--- config.mk ---
export PLATFORM = sky130hd
export DESIGN_NAME = number_to_word_tokens_core
export DESIGN_NICKNAME = d
export VERILOG_FILES = /design/src/rtl/core/n2w_pkg.sv /design/src/rtl/core/number_to_word_tokens_core.sv /design/src/rtl/core/n2w_front.sv /design/src/rtl/core/n2w_queue.sv /design/src/rtl/core/n2w_back.sv
export SDC_FILE = /design/constraint.sdc
export NUM_CORES = 1
export LEC_CHECK = 0
export ABC_CLOCK_PERIOD_IN_PS = 4200
export BUFFER_PORTS_ARGS = -buffer_cell sky130_fd_sc_hd__buf_2
export CAP_MARGIN = 20
export CORE_ASPECT_RATIO = 0.9
export CORE_MARGIN = 2
export CORE_UTILIZATION = 62
export CTS_CLUSTER_SIZE = 25
export DETAILED_ROUTE_END_ITERATION = 16
export PLACE_DENSITY = 0.8
export SLEW_MARGIN = 20
export SYNTH_ARGS = -nofsm -noshare
export SYNTH_HDL_FRONTEND = slang
export SYNTH_HIERARCHICAL = 1
export SYNTH_SLANG_ARGS = --single-unit
--- constraint.sdc ---
create_clock -name clk_i -period 4.2 [get_ports clk_i]
set_input_delay 0.21 -clock clk_i [delete_from_list [all_inputs] [get_ports clk_i]]
set_output_delay 0.21 -clock clk_i [all_outputs]
set_load 0.03 [all_outputs]
--- src/rtl/core/n2w_pkg.sv ---
// Shared constants and types for the number-to-word-tokens block.
// No dependencies; used by n2w_front, n2w_queue, n2w_back and the core top level.
package n2w_pkg;

  // Input and output field widths
  localparam int unsigned ValueW = 31;
  localparam int unsigned WordW  = 5;

  // Decimal digits needed for the largest 31-bit value (2147483647)
  localparam int unsigned NumDigits = 10;
  localparam int unsigned BcdW      = 4 * NumDigits;

  // Conversion step counter
  localparam int unsigned StepW = $clog2(ValueW);

  // Digit queue between front and back
  localparam int unsigned QDepth = 2;
  localparam int unsigned QPtrW  = $clog2(QDepth);
  localparam int unsigned QCntW  = $clog2(QDepth + 1);

  // Word token codes
  localparam logic [WordW-1:0] TokZero     = 5'd0;
  localparam logic [WordW-1:0] TokTen      = 5'd10;
  localparam logic [WordW-1:0] TokTwenty   = 5'd20;
  localparam logic [WordW-1:0] TokHundred  = 5'd28;
  localparam logic [WordW-1:0] TokThousand = 5'd29;
  localparam logic [WordW-1:0] TokMillion  = 5'd30;
  localparam logic [WordW-1:0] TokBillion  = 5'd31;

  // Packed decimal digits of one item, least significant digit in bits [3:0]
  typedef logic [BcdW-1:0] bcd_t;

  // Front-to-queue push request
  typedef struct packed {
    logic push;
    bcd_t digits;
  } push_req_t;

endpackage

--- src/rtl/core/number_to_word_tokens_core.sv ---
// Top level: integer to English word tokens.
// Depends on n2w_pkg, n2w_front, n2w_queue and n2w_back.
//
//  channel  | handshake          | payload
//  ---------+--------------------+------------------------------
//  input    | start / busy       | value_i[30:0]
//  result   | valid_o (strobe)   | word_o[4:0], last_word_o
//
// An item is taken when start is high and busy is low. The front end
// converts it to decimal digits bit by bit and then hands them to a
// two-entry queue; it takes no new item until that hand-off is done, and
// this converter sets the sustained rate. The back end takes an entry,
// walks five steps for each of four digit groups, then marks the last
// token, and emits 1 to 16 tokens per item. Results cannot be stalled;
// busy stays high while the queue is full. Reset is asynchronous and
// empties both ends and the queue.
module number_to_word_tokens_core (
  input  logic                        clk_i,
  input  logic                        rst_ni,
  input  logic                        start,
  input  logic [n2w_pkg::ValueW-1:0]  value_i,
  output logic                        busy,
  output logic                        valid_o,
  output logic [n2w_pkg::WordW-1:0]   word_o,
  output logic                        last_word_o
);

  n2w_pkg::push_req_t  push;
  n2w_pkg::bcd_t       q_data;
  logic                q_full, q_empty, q_pop;

  n2w_front u_front (
    .clk_i    (clk_i),
    .rst_ni   (rst_ni),
    .start_i  (start),
    .value_i  (value_i),
    .busy_o   (busy),
    .q_full_i (q_full),
    .push_o   (push)
  );

  n2w_queue u_queue (
    .clk_i   (clk_i),
    .rst_ni  (rst_ni),
    .push_i  (push),
    .full_o  (q_full),
    .pop_i   (q_pop),
    .empty_o (q_empty),
    .data_o  (q_data)
  );

  n2w_back u_back (
    .clk_i       (clk_i),
    .rst_ni      (rst_ni),
    .q_empty_i   (q_empty),
    .q_data_i    (q_data),
    .pop_o       (q_pop),
    .valid_o     (valid_o),
    .word_o      (word_o),
    .last_word_o (last_word_o)
  );

endmodule

--- src/rtl/core/n2w_front.sv ---
// Front end: accepts an item and converts it to decimal digits by shift-and-add-3.
// Depends on n2w_pkg; feeds n2w_queue.
module n2w_front (
  input  logic                         clk_i,
  input  logic                         rst_ni,
  input  logic                         start_i,
  input  logic [n2w_pkg::ValueW-1:0]   value_i,
  output logic                         busy_o,
  input  logic                         q_full_i,
  output n2w_pkg::push_req_t           push_o
);

  typedef enum logic [1:0] {
    FrIdle,
    FrConv,
    FrPush
  } fr_state_e;

  fr_state_e                   state_q, state_d;
  logic [n2w_pkg::StepW-1:0]   cnt_q, cnt_d;
  logic [n2w_pkg::ValueW-1:0]  bin_q, bin_d;
  n2w_pkg::bcd_t               bcd_q, bcd_d;
  n2w_pkg::bcd_t               bcd_adj;

  // Add 3 to every digit of five or more before the shift
  always_comb begin
    for (int i = 0; i < n2w_pkg::NumDigits; i++) begin
      if (bcd_q[4*i +: 4] >= 4'd5) begin
        bcd_adj[4*i +: 4] = bcd_q[4*i +: 4] + 4'd3;
      end else begin
        bcd_adj[4*i +: 4] = bcd_q[4*i +: 4];
      end
    end
  end

  // Next-state logic
  always_comb begin
    state_d = state_q;
    cnt_d   = cnt_q;
    bin_d   = bin_q;
    bcd_d   = bcd_q;
    case (state_q)
      FrIdle: begin
        if (start_i) begin
          state_d = FrConv;
          cnt_d   = '0;
          bin_d   = value_i;
          bcd_d   = '0;
        end
      end
      FrConv: begin
        bcd_d = {bcd_adj[n2w_pkg::BcdW-2:0], bin_q[n2w_pkg::ValueW-1]};
        bin_d = {bin_q[n2w_pkg::ValueW-2:0], 1'b0};
        cnt_d = cnt_q + 1'b1;
        if (cnt_q == n2w_pkg::StepW'(n2w_pkg::ValueW - 1)) begin
          state_d = FrPush;
        end
      end
      FrPush: begin
        if (!q_full_i) begin
          state_d = FrIdle;
        end
      end
      default: begin
        state_d = FrIdle;
      end
    endcase
  end

  // State and working registers
  always_ff @(posedge clk_i or negedge rst_ni) begin
    if (!rst_ni) begin
      state_q <= FrIdle;
      cnt_q   <= '0;
      bin_q   <= '0;
      bcd_q   <= '0;
    end else begin
      state_q <= state_d;
      cnt_q   <= cnt_d;
      bin_q   <= bin_d;
      bcd_q   <= bcd_d;
    end
  end

  assign busy_o         = (state_q != FrIdle);
  assign push_o.push    = (state_q == FrPush) && !q_full_i;
  assign push_o.digits  = bcd_q;

  // Checks
  a_start_conv: assert property (@(posedge clk_i) disable iff (!rst_ni)
    (start_i && !busy_o) |=> (state_q == FrConv && cnt_q == '0))
    else $error("front: accepted item did not start conversion");

  a_conv_end: assert property (@(posedge clk_i) disable iff (!rst_ni)
    (state_q == FrConv && cnt_q == n2w_pkg::StepW'(n2w_pkg::ValueW - 1)) |=>
    (state_q == FrPush))
    else $error("front: conversion did not finish after the last shift");

  a_push_full: assert property (@(posedge clk_i) disable iff (!rst_ni)
    push_o.push |-> !q_full_i)
    else $error("front: push into a full queue");

endmodule

--- src/rtl/core/n2w_queue.sv ---
// Short digit queue that decouples the converter from the token sequencer.
// Depends on n2w_pkg.
module n2w_queue (
  input  logic                 clk_i,
  input  logic                 rst_ni,
  input  n2w_pkg::push_req_t   push_i,
  output logic                 full_o,
  input  logic                 pop_i,
  output logic                 empty_o,
  output n2w_pkg::bcd_t        data_o
);

  n2w_pkg::bcd_t               mem_q [n2w_pkg::QDepth];
  logic [n2w_pkg::QPtrW-1:0]   wr_ptr_q, rd_ptr_q;
  logic [n2w_pkg::QCntW-1:0]   cnt_q;
  logic                        do_push, do_pop;

  function automatic logic [n2w_pkg::QPtrW-1:0] ptr_inc(input logic [n2w_pkg::QPtrW-1:0] p);
    if (p == n2w_pkg::QPtrW'(n2w_pkg::QDepth - 1)) begin
      return '0;
    end
    return p + 1'b1;
  endfunction

  assign full_o  = (cnt_q == n2w_pkg::QCntW'(n2w_pkg::QDepth));
  assign empty_o = (cnt_q == '0);
  assign do_push = push_i.push && !full_o;
  assign do_pop  = pop_i && !empty_o;
  assign data_o  = mem_q[rd_ptr_q];

  // Entry storage
  always_ff @(posedge clk_i) begin
    if (do_push) begin
      mem_q[wr_ptr_q] <= push_i.digits;
    end
  end

  // Pointers and fill count
  always_ff @(posedge clk_i or negedge rst_ni) begin
    if (!rst_ni) begin
      wr_ptr_q <= '0;
      rd_ptr_q <= '0;
      cnt_q    <= '0;
    end else begin
      if (do_push) begin
        wr_ptr_q <= ptr_inc(wr_ptr_q);
      end
      if (do_pop) begin
        rd_ptr_q <= ptr_inc(rd_ptr_q);
      end
      if (do_push && !do_pop) begin
        cnt_q <= cnt_q + 1'b1;
      end else if (do_pop && !do_push) begin
        cnt_q <= cnt_q - 1'b1;
      end
    end
  end

  // Checks
  a_cnt_range: assert property (@(posedge clk_i) disable iff (!rst_ni)
    cnt_q <= n2w_pkg::QCntW'(n2w_pkg::QDepth))
    else $error("queue: fill count out of range");

  a_pop_empty: assert property (@(posedge clk_i) disable iff (!rst_ni)
    pop_i |-> !empty_o)
    else $error("queue: pop from an empty queue");

  a_cnt_track: assert property (@(posedge clk_i) disable iff (!rst_ni)
    (do_push && !do_pop) |=> (cnt_q == $past(cnt_q) + 1'b1))
    else $error("queue: fill count missed a push");

endmodule

--- src/rtl/core/n2w_back.sv ---
// Back end: walks the four digit groups and emits word tokens, at most one per cycle.
// Depends on n2w_pkg; pops digit entries from n2w_queue.
module n2w_back (
  input  logic                        clk_i,
  input  logic                        rst_ni,
  input  logic                        q_empty_i,
  input  n2w_pkg::bcd_t               q_data_i,
  output logic                        pop_o,
  output logic                        valid_o,
  output logic [n2w_pkg::WordW-1:0]   word_o,
  output logic                        last_word_o
);

  typedef enum logic [2:0] {
    BkIdle,
    BkHund,
    BkHWord,
    BkTens,
    BkOnes,
    BkScale,
    BkFlush
  } bk_state_e;

  bk_state_e                    state_q;
  n2w_pkg::bcd_t                digits_q;
  logic [1:0]                   group_q;
  logic [n2w_pkg::WordW-1:0]    pend_q;
  logic                         pend_v_q;

  logic [11:0]                  grp;
  logic [3:0]                   hd, td, od;
  logic                         prod;
  logic [n2w_pkg::WordW-1:0]    tok;

  // Select the current three-digit group; the billion group has one digit only
  always_comb begin
    case (group_q)
      2'd0:    grp = {8'b0, digits_q[39:36]};
      2'd1:    grp = digits_q[35:24];
      2'd2:    grp = digits_q[23:12];
      2'd3:    grp = digits_q[11:0];
      default: grp = '0;
    endcase
  end

  assign hd = grp[11:8];
  assign td = grp[7:4];
  assign od = grp[3:0];

  // Token produced in this step, if any
  always_comb begin
    prod = 1'b0;
    tok  = n2w_pkg::TokZero;
    case (state_q)
      BkHund: begin
        prod = (hd != 4'd0);
        tok  = {1'b0, hd};
      end
      BkHWord: begin
        prod = (hd != 4'd0);
        tok  = n2w_pkg::TokHundred;
      end
      BkTens: begin
        if (td >= 4'd2) begin
          prod = 1'b1;
          tok  = n2w_pkg::TokTwenty + {1'b0, td} - 5'd2;
        end else if (td == 4'd1) begin
          // ten to nineteen is one word
          prod = 1'b1;
          tok  = n2w_pkg::TokTen + {1'b0, od};
        end else begin
          prod = (od != 4'd0);
          tok  = {1'b0, od};
        end
      end
      BkOnes: begin
        prod = (td >= 4'd2) && (od != 4'd0);
        tok  = {1'b0, od};
      end
      BkScale: begin
        prod = (grp != '0) && (group_q != 2'd3);
        tok  = n2w_pkg::TokBillion - {3'b0, group_q};
      end
      default: begin
        prod = 1'b0;
        tok  = n2w_pkg::TokZero;
      end
    endcase
  end

  assign pop_o = (state_q == BkIdle) && !q_empty_i;

  // Sequencer; each token is held in a pending register so the final one can be marked
  always_ff @(posedge clk_i or negedge rst_ni) begin
    if (!rst_ni) begin
      state_q     <= BkIdle;
      digits_q    <= '0;
      group_q     <= '0;
      pend_q      <= '0;
      pend_v_q    <= 1'b0;
      valid_o     <= 1'b0;
      word_o      <= '0;
      last_word_o <= 1'b0;
    end else begin
      valid_o     <= 1'b0;
      last_word_o <= 1'b0;
      if (prod) begin
        if (pend_v_q) begin
          valid_o <= 1'b1;
          word_o  <= pend_q;
        end
        pend_q   <= tok;
        pend_v_q <= 1'b1;
      end
      case (state_q)
        BkIdle: begin
          if (!q_empty_i) begin
            digits_q <= q_data_i;
            group_q  <= '0;
            pend_v_q <= 1'b0;
            state_q  <= BkHund;
          end
        end
        BkHund:  state_q <= BkHWord;
        BkHWord: state_q <= BkTens;
        BkTens:  state_q <= BkOnes;
        BkOnes:  state_q <= BkScale;
        BkScale: begin
          if (group_q == 2'd3) begin
            state_q <= BkFlush;
          end else begin
            group_q <= group_q + 2'd1;
            state_q <= BkHund;
          end
        end
        BkFlush: begin
          // a zero input leaves nothing pending and speaks Zero
          valid_o     <= 1'b1;
          last_word_o <= 1'b1;
          word_o      <= pend_v_q ? pend_q : n2w_pkg::TokZero;
          pend_v_q    <= 1'b0;
          state_q     <= BkIdle;
        end
        default: begin
          state_q <= BkIdle;
        end
      endcase
    end
  end

  // Checks
  a_last_gap: assert property (@(posedge clk_i) disable iff (!rst_ni)
    (valid_o && last_word_o) |=> !valid_o)
    else $error("back: token directly after the final token of an item");

  a_flush_last: assert property (@(posedge clk_i) disable iff (!rst_ni)
    (state_q == BkFlush) |=> (valid_o && last_word_o && state_q == BkIdle))
    else $error("back: flush did not emit the final token");

  a_last_only_flush: assert property (@(posedge clk_i) disable iff (!rst_ni)
    last_word_o |-> ($past(state_q) == BkFlush))
    else $error("back: final-token mark outside flush");

endmodule

==> impl_metrics.env, run 1 <==
export IMPL_synth_edf_count=80
export IMPL_tritoncts_buffer_count=23
export IMPL_result_of_the_run="finished, final reports clean"
export IMPL_synthesis_yosys_warnings=6
export IMPL_clock_root_buffer="clkbuf_16"
export IMPL_grt_remaining_overflow=0
export IMPL_finalNetCount=931
export IMPL_place_area_sq_mm=0.0107
export IMPL_worst_endpoint_arrival_ns=3.56
export IMPL_max_slew_margin=0.338
export IMPL_detail_route_iter0_violations=706
export IMPL_synthTopCellsByArea="dfrtp_1 34%, edfxtp_1 23%, mux2_4 5.6%"
export IMPL_synth_xor_area_frac=0.0117
export IMPL_clkTransAtPathRegs_ns=0.06
export IMPL_antennaDiodeCount=0
export IMPL_timing_worst_setup_path_type="flip-flop to flip-flop"
export IMPL_route_final_wire_length_mm=22.1
export IMPL_ys_seq_elements=220
export IMPL_floorplan_die_height_microns=127
export IMPL_port_buffer_count=41
export IMPL_critPathCaptureType="flip-flop"
export IMPL_fraction_of_final_layout_cells_sized_beyond_drive_strength_1=0.208
export IMPL_crit_path_start_kind="flip-flop"
export IMPL_skew_ns=0.0229
export IMPL_synth_flop_cell="dfrtp_1"
export IMPL_grt_max_degree=109
export IMPL_filler_cell_count=1108
export IMPL_worstSkewPairLatency_ns=0.52
export IMPL_fin_setup_tns_ns=0
export IMPL_die_width_microns=141
export IMPL_grt_pass1_wl_mm=36.4
export IMPL_timing_final_crit_share=0.758
export IMPL_cts_path_max_buffers=3
export IMPL_first_pass_iters=7
export IMPL_dominant_combinational_cell_family_by_area_after_synthesis="compound AO/OA/AOI/OAI gates"
export IMPL_ff2ff_path_depth=8
export IMPL_die_area_sq_mm=0.0179
export IMPL_rrSetupSlack_ns=1.02
export IMPL_holdWs_ns=0.00775
export IMPL_crit_path_cell_trace="inv_1 > ha_1 > a222oi_1 > and3_1 > a221oi_2 > maj3_2 > o21ai_4 > mux2_2"
export IMPL_remaining_drc_errors=0
export IMPL_dpl_worst_slack_ns=1.06
export IMPL_initial_antenna_violation_count=0
export IMPL_clock_tree_htree_level_count=1
export IMPL_netlist_instances=820
export IMPL_syn_area_sq_mm=0.0105
export IMPL_worstMarginPinSlew_ns=0.991
export IMPL_placementRows=45
export IMPL_place_detailed_hpwl_mm=14.4
export IMPL_critical_path_endpoint="u_back/pend_q[3]$_DFFE_PN0P_"
export IMPL_cts_tree="built"
export IMPL_route_antenna_remaining_nets=0
export IMPL_syn_nets=885
export IMPL_fraction_of_synthesis_flops_using_an_asynchronous_set_or_reset_pin=0.636
export IMPL_worstSetupStartpoint="u_back/group_q[0]$_DFFE_PN0P_"
export IMPL_most_common_cell_after_layout_fill_and_taps_aside="dfrtp_1"
export IMPL_fp_coreArea_sq_mm=0.0167
export IMPL_rsz0062_at_grt="false"
export IMPL_globalplace_congestion=0.846
export IMPL_power_leakage_nw=4.80
export IMPL_setup_ws_ns=1.02
export IMPL_grt_util_all_layers=0.253
export IMPL_yosys_mux_area_fraction=0.107
export IMPL_ir_worst_vdd_mv=0.465
export IMPL_worst_path_max_fanout=12
export IMPL_r2r_start="u_back/group_q[0]$_DFFE_PN0P_"
export IMPL_layout_common_cells="139 x dfrtp_1, 80 x edfxtp_1, 63 x nand2_1, 56 x inv_1, 47 x o21ai_0"
export IMPL_cap_violations=0
export IMPL_setup_viol=0
export IMPL_slew_viol_final=0
export IMPL_fraction_of_synthesized_cell_area_taken_by_the_top_area_cell_type=0.335
export IMPL_postSynthAreaPerCell_sq_um=12.8
export IMPL_synth_largest_area_cell="dfrtp_1"
export IMPL_share_of_synthesized_area_occupied_by_flip_flops_and_latches=0.565
export IMPL_crit_reg2reg_capture="u_back/pend_q[3]$_DFFE_PN0P_"
export IMPL_power_per_cell_area_mw_per_mm2=783
export IMPL_clkSinkCount=220
export IMPL_layout_area_overhead_vs_synth_pct=10.8
export IMPL_holdCritPathClass="primary input to flip-flop"
export IMPL_numPlacedInstances=1037
export IMPL_worst_endpoint_required_ns=4.58
export IMPL_cell_at_the_slowest_stage_of_the_critical_path="a222oi_1"
export IMPL_fmax_mhz=314
export IMPL_final_hold_viol_count=0
export IMPL_synth_adder_area_share=0.0382
export IMPL_routed_via_count=6981
export IMPL_finalInstanceArea_sq_mm=0.0116
export IMPL_wl_per_cell_microns=20.2
export IMPL_synth_compound_area_frac=0.164
export IMPL_initial_core_util=0.627
export IMPL_via_count_of_the_first_global_routing_pass=6976
export IMPL_final_instance_count_excl_fillers=1094
export IMPL_post_synth_and_or_nand_nor_area_fraction=0.0607
export IMPL_worst_path_largest_cell_delay_ns=0.84
export IMPL_final_core_util=0.695
export IMPL_ios=42
export IMPL_power_mw=9.07
export IMPL_post_drt_via_cell_ratio=6.38
export IMPL_period_minus_slack_ns=3.18
export IMPL_ys_types=64
## area by class of cell
| class | count | area (sq um) | area share |
|---|---|---|---|
| Clock buffer | 31 | 636 | 0.0549 |
| Clock inverter | 11 | 119 | 0.0103 |
| Inverter | 56 | 210 | 0.0181 |
| Multi-Input combinational cell | 499 | 4010 | 0.346 |
| Sequential cell | 220 | 5910 | 0.510 |
| Tap cell | 211 | 264 | 0.0228 |
| Timing Repair Buffer | 66 | 439 | 0.0379 |
## logic make-up (layout without fill, tap and decap cells)
family / after synthesis / count (layout)
multiplexers: 87 / 87
buffers and inverters: 101 / 164
flip-flops: 220 / 220
adder cells (fa/ha/maj): 32 / 32
AO/OA/AOI/OAI: 233 / 233
XOR/XNOR: 14 / 14
AND/OR/NAND/NOR: 133 / 133
## flip-flops by register name, summed over array words and instances, names as in the netlist, 2 cells and up
signal           count
u_front/bcd_q       40
u_back/state_q       3
u_front/cnt_q        5
u_back/digits_q     40
u_back/word_o        5
u_back/pend_q        5
u_queue/cnt_q        2
u_back/group_q       2
u_front/bin_q       31
u_queue/mem_q       80
u_front/state_q      2
## cell usage after synthesis, types with 17 or more instances
library cell	instances
a21oi_1	18
edfxtp_1	80
dfrtp_1	140
inv_1	56
nor2b_1	17
mux2_4	39
mux2_2	46
o21ai_0	47
nor2_1	19
nand2_1	63
a22oi_1	32
ha_1	31
o2111ai_1	20
## repair_timing
action                                  CTS  global route
endpoints found under the setup margin    0             0
buffers inserted                          0             0
gates resized for setup                   0             0
hold buffers                             15             0
hold endpoints to repair                121             0
## routing by layer
| metal | global-route usage | share of wire | up-vias |
|---|---|---|---|
| met2 | 0.412 | 0.48 | 246 |
| li1 | - | - | 3185 |
| met1 | 0.357 | 0.43 | 3499 |
| met3 | 0.0405 | 0.064 | 51 |
| met5 | 0 | 0 | - |
| met4 | 0.0824 | 0.027 | 0 |
## power by group
part / switching [mW] / total [mW] / internal (mW)
sequential: 0.645 / 3.58 / 2.93
combinational: 1.94 / 3.49 / 1.55
clock: 0.812 / 2.00 / 1.19
## worst min path at each step
stage | endpoint | cells past startpoint | from | slack (ns)
2_1_floorplan | u_back/digits_q[0]$_DFFE_PN0P_ | 0 | rst_ni | -0.09
6_report | u_front/bin_q[1]$_DFFE_PN0P_ | 3 | value_i[1] | 0.008
3_3_place_gp | u_back/digits_q[25]$_DFFE_PN0P_ | 1 | rst_ni | 0.40
5_1_grt | u_front/bin_q[29]$_DFFE_PN0P_ | 3 | value_i[29] | 0.01
4_1_cts | u_front/bin_q[6]$_DFFE_PN0P_ | 3 | value_i[6] | 0.003
3_5_place_dp | u_front/bcd_q[27]$_DFFE_PN0P_ | 1 | rst_ni | 0.42
## worst max-delay path, delay by kind of cell (launching register included)
family | cells | cell delay (ns)
fa+ha+maj | 2 | 0.73
flops | 1 | 0.42
mux | 1 | 0.36
compound gates | 3 | 1.15
buf+inv | 1 | 0.09
simple gates | 1 | 0.30
Power figures use the tool's default switching activity.
==> inputs of run 2 (changes only) <==
--- a/config.mk
+++ b/config.mk
@@ -5,15 +5,15 @@
 export SDC_FILE = /design/constraint.sdc
 export NUM_CORES = 1
 export LEC_CHECK = 0
-export ABC_CLOCK_PERIOD_IN_PS = 4200
+export ABC_CLOCK_PERIOD_IN_PS = 2910
 export BUFFER_PORTS_ARGS = -buffer_cell sky130_fd_sc_hd__buf_2
 export CAP_MARGIN = 20
 export CORE_ASPECT_RATIO = 0.9
 export CORE_MARGIN = 2
-export CORE_UTILIZATION = 62
+export CORE_UTILIZATION = 56
 export CTS_CLUSTER_SIZE = 25
 export DETAILED_ROUTE_END_ITERATION = 16
-export PLACE_DENSITY = 0.8
+export PLACE_DENSITY = 0.76
 export SLEW_MARGIN = 20
 export SYNTH_ARGS = -nofsm -noshare
 export SYNTH_HDL_FRONTEND = slang
==> constraint.sdc (replaced) <==
create_clock -name clk_i -period 2.91 [get_ports clk_i]
set_input_delay 0.1455 -clock clk_i [delete_from_list [all_inputs] [get_ports clk_i]]
set_output_delay 0.1455 -clock clk_i [all_outputs]
set_load 0.03 [all_outputs]
==> impl_metrics.env, run 2 (synthesis results as in run 1) <==
export IMPL_skew_ns=0.0154
export IMPL_clkSinkCount=220
export IMPL_rsz0062_at_grt="false"
export IMPL_cp_buffers_inverters=1
export IMPL_clock_tree_htree_level_count=1
export IMPL_post_drt_via_cell_ratio=6.08
export IMPL_fraction_of_final_layout_cells_sized_beyond_drive_strength_1=0.221
export IMPL_layout_top_registers="u_queue/mem_q: 80 flops, u_back/digits_q: 40 flops, u_front/bcd_q: 40 flops"
export IMPL_power_leakage_nw=4.96
export IMPL_grt_remaining_overflow=0
export IMPL_floorplan_die_height_microns=134
export IMPL_timing_final_crit_share=0.945
export IMPL_worst_endpoint_arrival_ns=3.13
export IMPL_cts_tree="built"
export IMPL_crit_path_cell_trace="inv_1 > ha_2 > a22oi_1 > a21oi_1 > or4_1 > maj3_2 > o21ai_4 > mux2_2"
export IMPL_worst_endpoint_required_ns=3.29
export IMPL_detail_route_iter0_violations=573
export IMPL_place_detailed_hpwl_mm=14.4
export IMPL_ios=42
export IMPL_slew_viol_final=0
export IMPL_layout_common_cells="139 x dfrtp_1, 80 x edfxtp_1, 63 x nand2_1, 56 x inv_1, 47 x o21ai_0"
export IMPL_fp_coreArea_sq_mm=0.0183
export IMPL_power_mw=13.3
export IMPL_remaining_drc_errors=0
export IMPL_first_pass_iters=8
export IMPL_crit_path_start_kind="flip-flop"
export IMPL_initial_core_util=0.570
export IMPL_cap_violations=0
export IMPL_layout_area_seq_sq_mm=0.00591
export IMPL_timing_worst_setup_path_type="flip-flop to flip-flop"
export IMPL_port_buffer_count=41
export IMPL_layout_area_overhead_vs_synth_pct=14.6
export IMPL_filler_cell_count=1327
export IMPL_clock_root_buffer="clkbuf_16"
export IMPL_largest_register="u_queue/mem_q"
export IMPL_die_width_microns=148
export IMPL_worstSkewPairLatency_ns=0.51
export IMPL_globalplace_congestion=0.882
export IMPL_wl_per_cell_microns=19.2
export IMPL_grt_max_degree=63
export IMPL_initial_antenna_violation_count=0
export IMPL_route_antenna_remaining_nets=0
export IMPL_ir_worst_vdd_mv=0.511
export IMPL_fmax_mhz=364
export IMPL_die_area_sq_mm=0.0198
export IMPL_critPathCaptureType="flip-flop"
export IMPL_finalNetCount=967
export IMPL_cts_path_max_buffers=3
export IMPL_tritoncts_buffer_count=22
export IMPL_worst_path_max_fanout=12
export IMPL_worst_path_largest_cell_delay_ns=0.53
export IMPL_grt_util_all_layers=0.228
export IMPL_worst_path_dominant_cell_family="adder cells"
export IMPL_setup_viol=0
export IMPL_clkTransAtPathRegs_ns=0.06
export IMPL_largest_register_ffs=80
export IMPL_result_of_the_run="finished, final reports clean"
export IMPL_antennaDiodeCount=0
export IMPL_most_common_cell_after_layout_fill_and_taps_aside="dfrtp_1"
export IMPL_holdCritPathClass="primary input to flip-flop"
export IMPL_cell_at_the_slowest_stage_of_the_critical_path="or4_1"
export IMPL_fin_setup_tns_ns=0
export IMPL_routed_via_count=7066
export IMPL_worstMarginPinSlew_ns=0.869
export IMPL_route_final_wire_length_mm=22.4
export IMPL_power_per_cell_area_mw_per_mm2=1110
export IMPL_grt_pass1_wl_mm=36.0
export IMPL_placementRows=47
export IMPL_period_minus_slack_ns=2.75
export IMPL_via_count_of_the_first_global_routing_pass=6815
export IMPL_max_slew_margin=0.419
export IMPL_final_hold_viol_count=0
export IMPL_footprint_of_the_multi_input_gates_sq_mm=0.00402
run 2: changes by cell type in the layout (fill, tap and decap cells not counted), sizes merged:
cell	change
clkinvlp	-2
dlygate4sd3	+17
clkbuf	+1
buf	+21
inv	-2
run 2: final timing paths:
check                                         startpoint                               to  slack (ns)  cells past startpoint
max in group asynchronous                         rst_ni     u_queue/rd_ptr_q$_DFFE_PN0P_        1.88                      3
min in group asynchronous                         rst_ni  u_back/digits_q[10]$_DFFE_PN0P_        0.20                      2
max reg2reg                u_back/group_q[0]$_DFFE_PN0P_     u_back/pend_q[1]$_DFFE_PN0P_        0.16                      8
min reg2reg                u_front/bin_q[30]$_DFFE_PN0P_     u_front/bcd_q[0]$_DFFE_PN0P_        0.48                      2
max                        u_back/group_q[0]$_DFFE_PN0P_     u_back/pend_q[1]$_DFFE_PN0P_        0.16                      8
min                                                start    u_front/bin_q[26]$_DFFE_PN0P_        0.08                      3
run 2: what timing repair did:
item	in CTS	in global routing
hold endpoints to repair	90	0
gates resized for setup	0	4
buffers inserted	0	0
hold buffers	32	0
setup endpoints to repair	0	11
run 2: layout make-up:
cell class              instances  share of cell area
clock inverters                 7             0.00700
well taps                     245              0.0256
flip-flops and latches        220               0.493
repair buffers                103              0.0663
clock buffers                  33              0.0554
multi-input cells             499               0.335
inverters                      56              0.0175
run 2: metal layers:
metal  share of wire  track usage  vias to the layer above  wire length (microns)
li1                -            -                     3259                      -
met1            0.43        0.320                     3490                   9650
met2            0.48        0.369                      267                  10700
met3           0.062       0.0373                       50                   1390
met4           0.028       0.0688                        0                    616
met5               0            0                        -                      0
run 2: power breakdown:
part / leakage [nW] / internal (mW) / switching, mW / total (mW)
Combinational: 2.11 / 2.45 / 2.79 / 5.24
Sequential: 2.50 / 4.23 / 0.927 / 5.16
Clock: 0.362 / 1.75 / 1.14 / 2.89
run 2: metrics by stage:
step	cell area [sq um]	instances	util	worst slack, ns	hold slack (ns)
6_report	12000	1163	0.653	0.159	0.0777
2_1_floorplan	10500	820	-	0.224	-0.150
5_1_grt	12000	1163	0.653	0.0108	0.0861
3_5_place_dp	10900	1091	0.594	0.0856	0.175
3_3_place_gp	10900	1091	0.594	0.208	0.169
4_1_cts	12000	1163	0.652	0.0782	0.0717
run 2: worst register-to-register path: cells and delay by family, from the launching register on:
| family | cells | cell delay (ns) |
|---|---|---|
| adder cells (fa/ha/maj) | 2 | 0.64 |
| AO/OA/AOI/OAI | 3 | 0.57 |
| AND/OR/NAND/NOR | 1 | 0.53 |
| flip-flops | 1 | 0.43 |
| multiplexers | 1 | 0.37 |
| buffers and inverters | 1 | 0.10 |
==> inputs of run 3 (changes only) <==
--- a/config.mk
+++ b/config.mk
@@ -5,6 +5,7 @@
 export SDC_FILE = /design/constraint.sdc
 export NUM_CORES = 1
 export LEC_CHECK = 0
+export ABC_AREA = 1
 export ABC_CLOCK_PERIOD_IN_PS = 2910
 export BUFFER_PORTS_ARGS = -buffer_cell sky130_fd_sc_hd__buf_2
 export CAP_MARGIN = 20
==> impl_metrics.env, run 3 <==
export IMPL_yosys_mux_area_fraction=0
export IMPL_layout_common_cells="550 x nand2_1, 140 x dfrtp_1, 91 x inv_1, 81 x nand3_1, 80 x edfxtp_1"
export IMPL_routed_via_count=8189
export IMPL_cp_buffers_inverters=2
export IMPL_synth_common_cells="550 x nand2_1, 140 x dfrtp_1, 91 x inv_1"
export IMPL_worst_endpoint_arrival_ns=2.70
export IMPL_internal_power_mw=6.66
export IMPL_rsz0062_at_grt="false"
export IMPL_period_minus_slack_ns=2.29
export IMPL_fraction_of_synthesized_cell_area_taken_by_the_top_area_cell_type=0.331
export IMPL_antennaDiodeCount=0
export IMPL_detail_route_iter0_violations=583
export IMPL_holdWs_ns=0.0798
export IMPL_share_of_synthesized_area_occupied_by_flip_flops_and_latches=0.557
export IMPL_post_drt_via_cell_ratio=5.33
export IMPL_dominant_combinational_cell_family_by_area_after_synthesis="simple AND/OR/NAND/NOR gates"
export IMPL_rrSetupSlack_ns=0.62
export IMPL_fin_setup_tns_ns=0
export IMPL_largest_register_ffs=80
export IMPL_ys_types=43
export IMPL_clock_power_share=0.290
export IMPL_synth_flop_cell="dfrtp_1"
export IMPL_crit_top_cell="nand2_1"
export IMPL_grt_remaining_overflow=0
export IMPL_setup_viol=0
export IMPL_worst_endpoint_required_ns=3.32
export IMPL_place_detailed_hpwl_mm=14.3
export IMPL_final_hold_viol_count=0
export IMPL_share_seq_of_total_power=0.438
export IMPL_cts_path_max_buffers=3
export IMPL_holdCritPathClass="primary input to flip-flop"
export IMPL_syn_area_sq_mm=0.0106
export IMPL_synth_largest_area_cell="dfrtp_1"
export IMPL_route_final_wire_length_mm=23.0
export IMPL_crit_path_cell_trace="inv_1 > ha_1 > inv_2 > nand2_1 > o21ai_2 > nand2_1 > nor2_4 > nand2_1 > nand2_1 > nand3_4 > nand3_4 > nand2_4 > nand2_1 > nand2_1"
export IMPL_route_antenna_remaining_nets=0
export IMPL_grt_util_all_layers=0.241
export IMPL_synth_edf_count=80
export IMPL_wl_per_cell_microns=15.0
export IMPL_skew_ns=0.00769
export IMPL_max_slew_margin=0.469
export IMPL_clock_root_buffer="clkbuf_16"
export IMPL_via_count_of_the_first_global_routing_pass=7970
export IMPL_holdPathStages=4
export IMPL_cts_post_setup_buffers_inserted=0
export IMPL_worstSkewPairLatency_ns=0.52
export IMPL_min_delay_src="start"
export IMPL_floorplan_die_height_microns=135
export IMPL_post_cts_resized_instances=0
export IMPL_fraction_of_synthesis_flops_using_an_asynchronous_set_or_reset_pin=0.636
export IMPL_first_pass_iters=7
export IMPL_worstMarginPinSlew_ns=0.795
export IMPL_ff2ff_path_depth=14
export IMPL_initial_core_util=0.574
export IMPL_worst_path_max_fanout=16
export IMPL_initial_antenna_violation_count=0
export IMPL_clkSinkCount=220
export IMPL_ios=42
export IMPL_timing_worst_setup_path_type="flip-flop to flip-flop"
export IMPL_clkTransAtPathRegs_ns=0.06
export IMPL_placementRows=47
export IMPL_worst_path_dominant_cell_family="simple AND/OR/NAND/NOR gates"
export IMPL_result_of_the_run="finished, final reports clean"
export IMPL_layout_area_overhead_vs_synth_pct=13.8
export IMPL_most_common_cell_after_layout_fill_and_taps_aside="nand2_1"
export IMPL_crit_reg2reg_capture="u_back/word_o[4]$_DFFE_PN0P_"
export IMPL_syn_nets=1268
export IMPL_cap_violations=0
export IMPL_critPathCaptureType="flip-flop"
export IMPL_synth_adder_area_share=0.0366
export IMPL_slew_viol_final=0
export IMPL_power_combinational_fraction=0.273
export IMPL_timing_hold_worst_endpoint="u_front/bin_q[24]$_DFFE_PN0P_"
export IMPL_cell_at_the_slowest_stage_of_the_critical_path="dfrtp_1"
export IMPL_synthesis_yosys_warnings=6
export IMPL_tritoncts_buffer_count=23
export IMPL_grt_max_degree=73
export IMPL_crit_path_start_kind="flip-flop"
export IMPL_netlist_instances=1203
export IMPL_die_area_sq_mm=0.0200
export IMPL_synth_compound_area_frac=0.0577
export IMPL_die_width_microns=149
export IMPL_largest_register="u_queue/mem_q"
export IMPL_timing_final_crit_share=0.787
export IMPL_layout_top_registers="u_queue/mem_q: 80 flops, u_back/digits_q: 40 flops, u_front/bcd_q: 40 flops"
export IMPL_count_leader_synth="nand2_1"
export IMPL_synth_xor_area_frac=0.00165
export IMPL_grt_pass1_wl_mm=39.1
export IMPL_swShare=0.348
export IMPL_synthTopCellsByArea="dfrtp_1 33%, edfxtp_1 23%, nand2_1 19%"
export IMPL_remaining_drc_errors=0
export IMPL_post_synth_and_or_nand_nor_area_fraction=0.287
export IMPL_postSynthAreaPerCell_sq_um=8.81
export IMPL_worst_path_largest_cell_delay_ns=0.41
export IMPL_r2r_start="u_back/group_q[0]$_DFFE_PN0P_"
export IMPL_switchingPower_mw=3.55
export IMPL_ys_seq_elements=220
export IMPL_power_per_cell_area_mw_per_mm2=847
export IMPL_fraction_of_final_layout_cells_sized_beyond_drive_strength_1=0.102
export IMPL_clock_tree_htree_level_count=1
export IMPL_power_leakage_nw=5.82
export IMPL_port_buffer_count=41
export IMPL_ir_worst_vdd_mv=0.533
export IMPL_globalplace_congestion=0.867
export IMPL_cts_tree="built"
export IMPL_fmax_mhz=436
export IMPL_fp_coreArea_sq_mm=0.0185
export IMPL_finalNetCount=1338
==> run 3: cell types whose count changed in the layout (fill, tap and decap cells not counted), sizes merged, moves of 17 or more <==
| cell | delta |
|---|---|
| a22oi | -32 |
| buf | -20 |
| inv | +44 |
| mux2 | -85 |
| nand2 | +500 |
| nand3 | +82 |
| nand4 | +18 |
| nor2 | +17 |
| nor2b | -17 |
| o2111ai | -19 |
| o211ai | +17 |
| o21ai | -21 |
==> run 3: final cells by class <==
class / count / area (sq um)
fillers: 1472 / 6410
flip-flops and latches: 220 / 5910
multi-input cells: 846 / 4070
clock buffers: 33 / 653
repair buffers: 83 / 632
inverters: 99 / 379
well taps: 245 / 307
clock inverters: 9 / 111
==> run 3: per-layer routing <==
metal	vias up	wire length [microns]	global-route usage
met4	0	544	0.0587
met1	3888	10400	0.334
met2	223	11000	0.408
met3	37	1030	0.0307
met5	-	0	0
li1	4041	-	-
==> run 3: how the worst max path moves through the flow <==
stage	startpoint	endpoint	cells after the start	slack (ns)
after floorplan	u_front/state_q[1]$_DFFE_PN0P_	u_queue/mem_q[1][0]$_DFFE_PP_	4	0.56
after global placement	u_back/group_q[0]$_DFFE_PN0P_	u_back/pend_q[3]$_DFFE_PN0P_	15	0.70
after detailed placement	u_back/group_q[0]$_DFFE_PN0P_	u_back/pend_q[3]$_DFFE_PN0P_	15	0.64
after CTS	u_back/group_q[0]$_DFFE_PN0P_	u_back/pend_q[3]$_DFFE_PN0P_	15	0.63
after global routing	u_back/group_q[0]$_DFFE_PN0P_	u_back/word_o[1]$_DFFE_PN0P_	14	0.34
final	u_back/group_q[0]$_DFFE_PN0P_	u_back/word_o[4]$_DFFE_PN0P_	14	0.62
==> run 3: timing repair <==
item / 4_1_cts / 5_1_grt
hold buffers: 32 / 0
setup endpoints to repair: 0 / 0
hold endpoints to repair: 101 / 0
==> run 3: power groups by stage <==
stage	clock, mW	sequential, mW	combinational [mW]
2_1_floorplan	0	4.35	2.15
3_3_place_gp	0	4.47	2.59
3_5_place_dp	0	4.51	2.69
4_1_cts	3.01	4.46	2.76
5_1_grt	3.13	4.56	3.21
6_report	2.96	4.47	2.78
==> run 3: cell families after synthesis <==
group | Yosys count
flops | 220
fa+ha+maj | 31
xor+xnor | 2
simple gates | 715
compound gates | 98
buf+inv | 137
==> run 3: worst reg2reg max path, delay by kind of cell (launching register included) <==
family / cells / cell delay, ns
simple gates: 10 / 0.97
flops: 1 / 0.41
buf+inv: 2 / 0.31
compound gates: 1 / 0.26
fa+ha+maj: 1 / 0.24
==> run 3: per-stage QoR <==
stage	power (mW)	cells	setup slack, ns	util	area [sq um]
global placement	7.07	1461	0.703	0.594	11000
detailed placement	7.20	1461	0.637	0.594	11000
finish	10.2	1535	0.619	0.653	12100
global route	10.9	1535	0.343	0.653	12100
CTS	10.2	1535	0.633	0.653	12100
floorplan	6.50	1203	0.561	-	10600
